$ cat src/rtl/tsh_pkg.sv
// tsh_pkg: shared widths and the table entry type of the two-sum hash probe block
// depends on nothing; used by the channel interfaces, the hash unit, the table and the top
`default_nettype none

package tsh_pkg;

	// fixed field widths
	localparam int KEY_W     = 32;
	localparam int POS_W     = 16;
	localparam int OUT_POS_W = 17;
	localparam int CNT_W     = 17;
	localparam int EPOCH_W   = 8;

	// one table slot: list epoch tag, stored key, 0-based position
	typedef struct packed {
		logic [EPOCH_W-1:0] tag;
		logic [KEY_W-1:0]   key;
		logic [POS_W-1:0]   pos;
	} entry_t;

endpackage

`default_nettype wire

$ cat src/rtl/tsh_hash.sv
// tsh_hash: home slot unit, non-negative key modulo the table size
// depends on tsh_pkg; the table size is a power of two, so the remainder is a mask
`default_nettype none

module tsh_hash #(
	parameter int AW = 9
) (
	input  wire logic                      clk,
	input  wire logic                      arst_n,
	input  wire logic                      start,
	input  wire logic [tsh_pkg::KEY_W-1:0] key,
	output logic                           done,
	output logic [AW-1:0]                  slot
);

	logic          done_q;
	logic [AW-1:0] slot_q;

	// low bits of the two's complement key are already the non-negative remainder
	always_ff @(posedge clk or negedge arst_n) begin
		if (!arst_n) begin
			done_q <= 1'b0;
		end else begin
			done_q <= start;
		end
	end

	always_ff @(posedge clk) begin
		if (start) begin
			slot_q <= key[AW-1:0];
		end
	end

	assign done = done_q;
	assign slot = slot_q;

endmodule

`default_nettype wire

$ cat config.mk
export PLATFORM = sky130hd
export DESIGN_NAME = tsh_hash
export DESIGN_NICKNAME = d
export VERILOG_FILES = /design/src/rtl/tsh_pkg.sv /design/src/rtl/tsh_hash.sv
export SDC_FILE = /design/constraint.sdc
export NUM_CORES = 1
export LEC_CHECK = 0
export BUFFER_PORTS_ARGS = -buffer_cell sky130_fd_sc_hd__buf_2
export CORE_AREA = 2 2 39 41
export CTS_CLUSTER_DIAMETER = 80
export DETAILED_ROUTE_END_ITERATION = 7
export DIE_AREA = 0 0 41 43
export PLACE_DENSITY = 0.63
export SETUP_SLACK_MARGIN = 0.05
export SYNTH_ARGS = -nofsm -noshare
export SYNTH_HDL_FRONTEND = slang
export SYNTH_SLANG_ARGS = --single-unit
$ cat constraint.sdc
create_clock -name clk -period 0.8 [get_ports clk]
set_input_delay 0.08 -clock clk [delete_from_list [all_inputs] [get_ports clk]]
set_output_delay 0.08 -clock clk [all_outputs]
set_load 0.01 [all_outputs]
==> results of run 1 <==
## path summary, 6_finish.rpt
path	start	end	slack (ns)	cells past startpoint
max in group asynchronous	arst_n	done$_DFF_PN0_	0.58	2
worst max-delay path	slot[1]$_DFFE_PP_	slot[1]	-0.06	1
worst min-delay path	start	done$_DFF_PN0_	0.07	1
min in group asynchronous	arst_n	done$_DFF_PN0_	0.14	2
## cell type report
type                  count  area [um^2]  area share, %
timing repair buffer     31        211.5          38.24
clock buffer              4        26.28          4.751
sequential               10        295.3          53.39
tap                      16        20.02          3.620
## synth_stat cells
cell / count
edfxtp_1: 9
dfrtp_1: 1
## cell usage in the layout (no fill, tap or decap)
cell,count
buf_2,20
dlygate4sd3_1,10
edfxtp_1,9
clkbuf_4,3
clkbuf_1,1
dfrtp_1,1
buf_6,1
## what timing repair did
item | in CTS | in global routing
hold buffers | 9 | 1
setup buffers | 0 | 0
gates resized for setup | 0 | 1
hold endpoints to repair | 9 | 1
cloned | 0 | 0
endpoints found under the setup margin | 10 | 10
## routing by layer
metal	track usage, %	part of all wire (%)	up-vias
met2	12.50	42	22
met1	8.503	44	99
met3	4.712	13	0
li1	-	-	111
met4	8.000	0	0
met5	0	0	-
## power breakdown
| group | switching (uW) | leakage [uW] | internal [uW] |
|---|---|---|---|
| sequential | 10.2 | 0.0000997 | 613 |
| clock | 153 | 0.0000150 | 192 |
| combinational | 55.4 | 0.000126 | 78.1 |
| total | 219 | 0.000241 | 883 |
## sequential cells by signal, summed over array words and instances, names as in the netlist
register  count
done          1
slot          9
## cells by family after synthesis
| group | Yosys count |
|---|---|
| flops | 10 |
## stage by stage
stage | utilization [%] | TNS, ns | hold slack (ns) | instance area [um^2]
after floorplan | - | 0 | -0.2156 | 295.3
after global placement | 30.38 | 0 | -0.1437 | 420.4
after detailed placement | 30.38 | 0 | -0.1451 | 420.4
after CTS | 38.79 | -0.6024 | 0.0003521 | 536.8
after global routing | 39.96 | -0.8523 | 0.06149 | 553.0
final | 39.96 | -0.3905 | 0.07054 | 553.0
==> results.md, run 1 <==
* Worst slack, placed at 0.1839 ns
* Initial Utilization at 21.34%
* Simple-gate share of the synthesized area at 0%
* Total number of vias at 232
* Adder-cell share of the synthesized area at 0%
* CP max-delay cell: edfxtp_1
* Syn Area/Cell at 29.53 um^2
* Max Cap Viol at 0
* Fill cells at 140
* Multi-In Gates at 0
* CP endpoint kind: primary output
* Delay-heaviest family, CP: flip-flops
* Post-Syn Nets at 45
* DRT antenna net count at 0
* N_diodes at 0
* Worst Hold Class: input port to flop
* Num rows at 14
* Final worst slack at -0.06163 ns
* Antenna violations before repair at 0
* Static Leak at 0.0002412 uW
* Total core area at 1384 um^2
* Failing checks: negative setup slack
* Final worst-path cycle share at 107.7%
* Relative slew slack at 85.90%
* Max Slew Vio Count at 0
* Largest net degree at the start of global routing at 11
* Design Power at 1102 uW
* Outcome: finished with violations
* Fin. Hold Viols at 0
* H-tree depth at 1
* Layout cell share with drive strength beyond 1 at 53.33%
* Vias in the first global route at 237
* CTS Sinks at 10
* Cell Count, Final, Fillers Out at 61
* RSZ-0062 raised after global routing: true
* DRC Markers at 0
* Final setup fails at 10
* Gr usage total at 8.784%
* Fmax at 1161 MHz
* Area contributors post-synth: edfxtp_1, dfrtp_1
* Reg clk slew, reported paths at 0.06 ns
* Max VDD drop at 0.6169 mV
* Via density per instance at 3.803
* Mapped cell area at 295.3 um^2
* #FFs+latches synth at 10
* GR Overflow Total at 0
* Post-Syn Instances at 10
* Die width at 41 um
* Max clock buf depth at 2
* I/O pin count at 45
* Area delta synth->final at 87.29%
* Routed WL at 679 um
* Slowest stage delay, CP at 0.38 ns
* Multi-input logic area at 0 um^2
* CP max FO at 1
* CTS tree: done
* Post-synthesis cell type count at 2
* Routability cong. at 0.6659
* Cells after DPL at 47
* Port bufs at 21
* Final net count at 81
* CP Cell Sequence: buf_2
* Mux cell area share after synthesis at 0%
* Sequential element share of the synthesized area at 100.0%
* Required @ worst endpoint at 0.72 ns
* Synth top area share at 91.53%
* Synth warn at 0
* Post-DR wirelength/cell at 11.13 um
* Iter 0 DRT Violations at 2
* Crit path launch type: flop
* Setup CP Type: flop to primary output
* Pwr dens at 1992 nW/um^2
* Compound-cell area share of the yosys netlist at 0%
* Die Ht at 43 um
* Least-Margin Pin Slew at 0.2115 ns
* Min Tclk post-route at 0.8616 ns
* Die area at 1763 um^2
* TritonCTS buffer count at 3
* Root Buffer: clkbuf_4
* Largest area contributor in the synthesized netlist: edfxtp_1
* Buf/Inv on CP at 1
* Xor-xnor portion of the synthesized cell area at 0%
* TritonRoute pass-1 iters at 2
* First-pass GRT wire length at 924 um
* Crit path DAT at 0.78 ns
Power figures use the tool's default switching activity.
==> run 2: changes to the inputs <==
--- a/config.mk
+++ b/config.mk
@@ -12,6 +12,7 @@
 export DIE_AREA = 0 0 41 43
 export PLACE_DENSITY = 0.63
 export SETUP_SLACK_MARGIN = 0.05
+export SKIP_CTS_REPAIR_TIMING = 1
 export SYNTH_ARGS = -nofsm -noshare
 export SYNTH_HDL_FRONTEND = slang
 export SYNTH_SLANG_ARGS = --single-unit
==> constraint.sdc (replaced) <==
create_clock -name clk -period 0.8 [get_ports clk]
set_input_delay 0.16 -clock clk [delete_from_list [all_inputs] [get_ports clk]]
set_output_delay 0.16 -clock clk [all_outputs]
set_load 0.01 [all_outputs]
==> run 2 against run 1 <==
Compared with the run above:
- the run still ends with negative setup slack left
- combinational power shrank 25%
- via count decreased by 13%
- non-clock buffer count is 9 lower
- sequential power about the same
- fmax is 8.3% lower
- largest power group unchanged
==> results.md, run 2 (synthesis results as in run 1) <==
* Max Cap Viol at 0
* First-pass GRT wire length at 862 um
* CP max FO at 1
* Max Slew Vio Count at 0
* CTS Sinks at 10
* H-tree depth at 1
* Fmax at 1065 MHz
* Slowest stage delay, CP at 0.38 ns
* Design Power at 1068 uW
* Die area at 1763 um^2
* I/O pin count at 45
* TritonCTS buffer count at 3
* Setup CP Type: flop to primary output
* Least-Margin Pin Slew at 0.2125 ns
* Reg clk slew, reported paths at 0.06 ns
* Switching share of power at 19.95%
* Multi-In Gates at 0
* Layout cell share with drive strength beyond 1 at 66.67%
* Largest net degree at the start of global routing at 11
* Post-layout util at 33.45%
* Final worst slack at -0.1393 ns
* CTS tree: done
* TritonRoute pass-1 iters at 2
* Relative slew slack at 85.83%
* Pwr dens at 2307 nW/um^2
* Number of flip-flops in the largest register at 9
* Design area at 462.9 um^2
* Initial Utilization at 21.34%
* Max clock buf depth at 2
* CP Cell Sequence: buf_2
* Failing checks: negative setup slack
* Die width at 41 um
* Num rows at 14
* Buf/Inv on CP at 1
* Required @ worst endpoint at 0.64 ns
* Int Power at 854.8 uW
* Commonest non-fill, non-tap cells in the layout: buf_2, edfxtp_1, clkbuf_4
* Final setup fails at 10
* Antenna violations before repair at 0
* Flop pwr share at 58.4%
* Most common cell after layout, fill and taps aside: buf_2
* Setup TNS Final at -1.200 ns
* Total number of vias at 202
* Root Buffer: clkbuf_4
* Area delta synth->final at 56.78%
* Delay-heaviest family, CP: flip-flops
* Final net count at 72
* Routability cong. at 0.6659
* Net switching power at 213.1 uW
* Max VDD drop at 0.5978 mV
* Fin. Hold Viols at 0
* Placed Instance Area at 420.4 um^2
* Clk pwr share at 32.3%
* DRT antenna net count at 0
* Port bufs at 21
* Crit path DAT at 0.78 ns
* Gate power share at 9.3%
* Die Ht at 43 um
* Routed WL at 607 um
* GR Overflow Total at 0
* Min Tclk post-route at 0.9393 ns
* Vias in the first global route at 205
* Post-DR wirelength/cell at 11.67 um
* Iter 0 DRT Violations at 2
* Outcome: finished with violations
* DRC Markers at 0
* N_diodes at 0
* Crit path launch type: flop
* Multi-input logic area at 0 um^2
* Static Leak at 0.0002036 uW
* Final worst-path cycle share at 117.4%
* RSZ-0062 raised after global routing: true
* Worst Hold Class: input port to flop
* Gr usage total at 8.274%
* Via density per instance at 3.885
* CP max-delay cell: edfxtp_1
* Total core area at 1384 um^2
* WHS at 0.07392 ns
* CP endpoint kind: primary output
==> run 2: changes by cell type in the layout (fill, tap and decap cells not counted) <==
cell and delta:
dlygate4sd3_1 -9
==> run 2: power groups by stage <==
stage          combinational (uW)  clock (uW)  sequential [uW]
2_1_floorplan                   0           0              657
5_1_grt                       112         401              627
6_report                     99.5         344              624
3_3_place_gp                 94.7           0              631
4_1_cts                      93.8         370              624
3_5_place_dp                 93.7           0              636
==> run 2: final cells by class <==
cell class              count  area [um^2]
clock buffers               4        26.28
fillers                   147        920.9
flip-flops and latches     10        295.3
well taps                  16        20.02
repair buffers             22        121.4
==> run 2: worst paths after layout <==
| path | end | startpoint | cells after the start |
|---|---|---|---|
| max | slot[1] | slot[1]$_DFFE_PP_ | 1 |
| min | slot[0]$_DFFE_PP_ | key[0] | 1 |
| min in group asynchronous | done$_DFF_PN0_ | arst_n | 2 |
| max in group asynchronous | done$_DFF_PN0_ | arst_n | 2 |
==> run 2: through the flow <==
| stage | worst slack (ns) | cells |
|---|---|---|
| final | -0.1393 | 52 |
| after global routing | -0.1851 | 52 |
| after CTS | -0.1641 | 51 |
| after detailed placement | 0.1039 | 47 |
| after global placement | 0.1133 | 47 |
| after floorplan | 0.2462 | 10 |
==> run 2: per-layer routing <==
layer,wire length (um),up-vias,track usage [%],part of all wire (%)
li1,-,93,-,-
met1,273,87,8.503,45
met2,233,22,10.63,38
met3,100,0,5.236,16
met4,0,0,8.000,0
met5,0,-,0,0
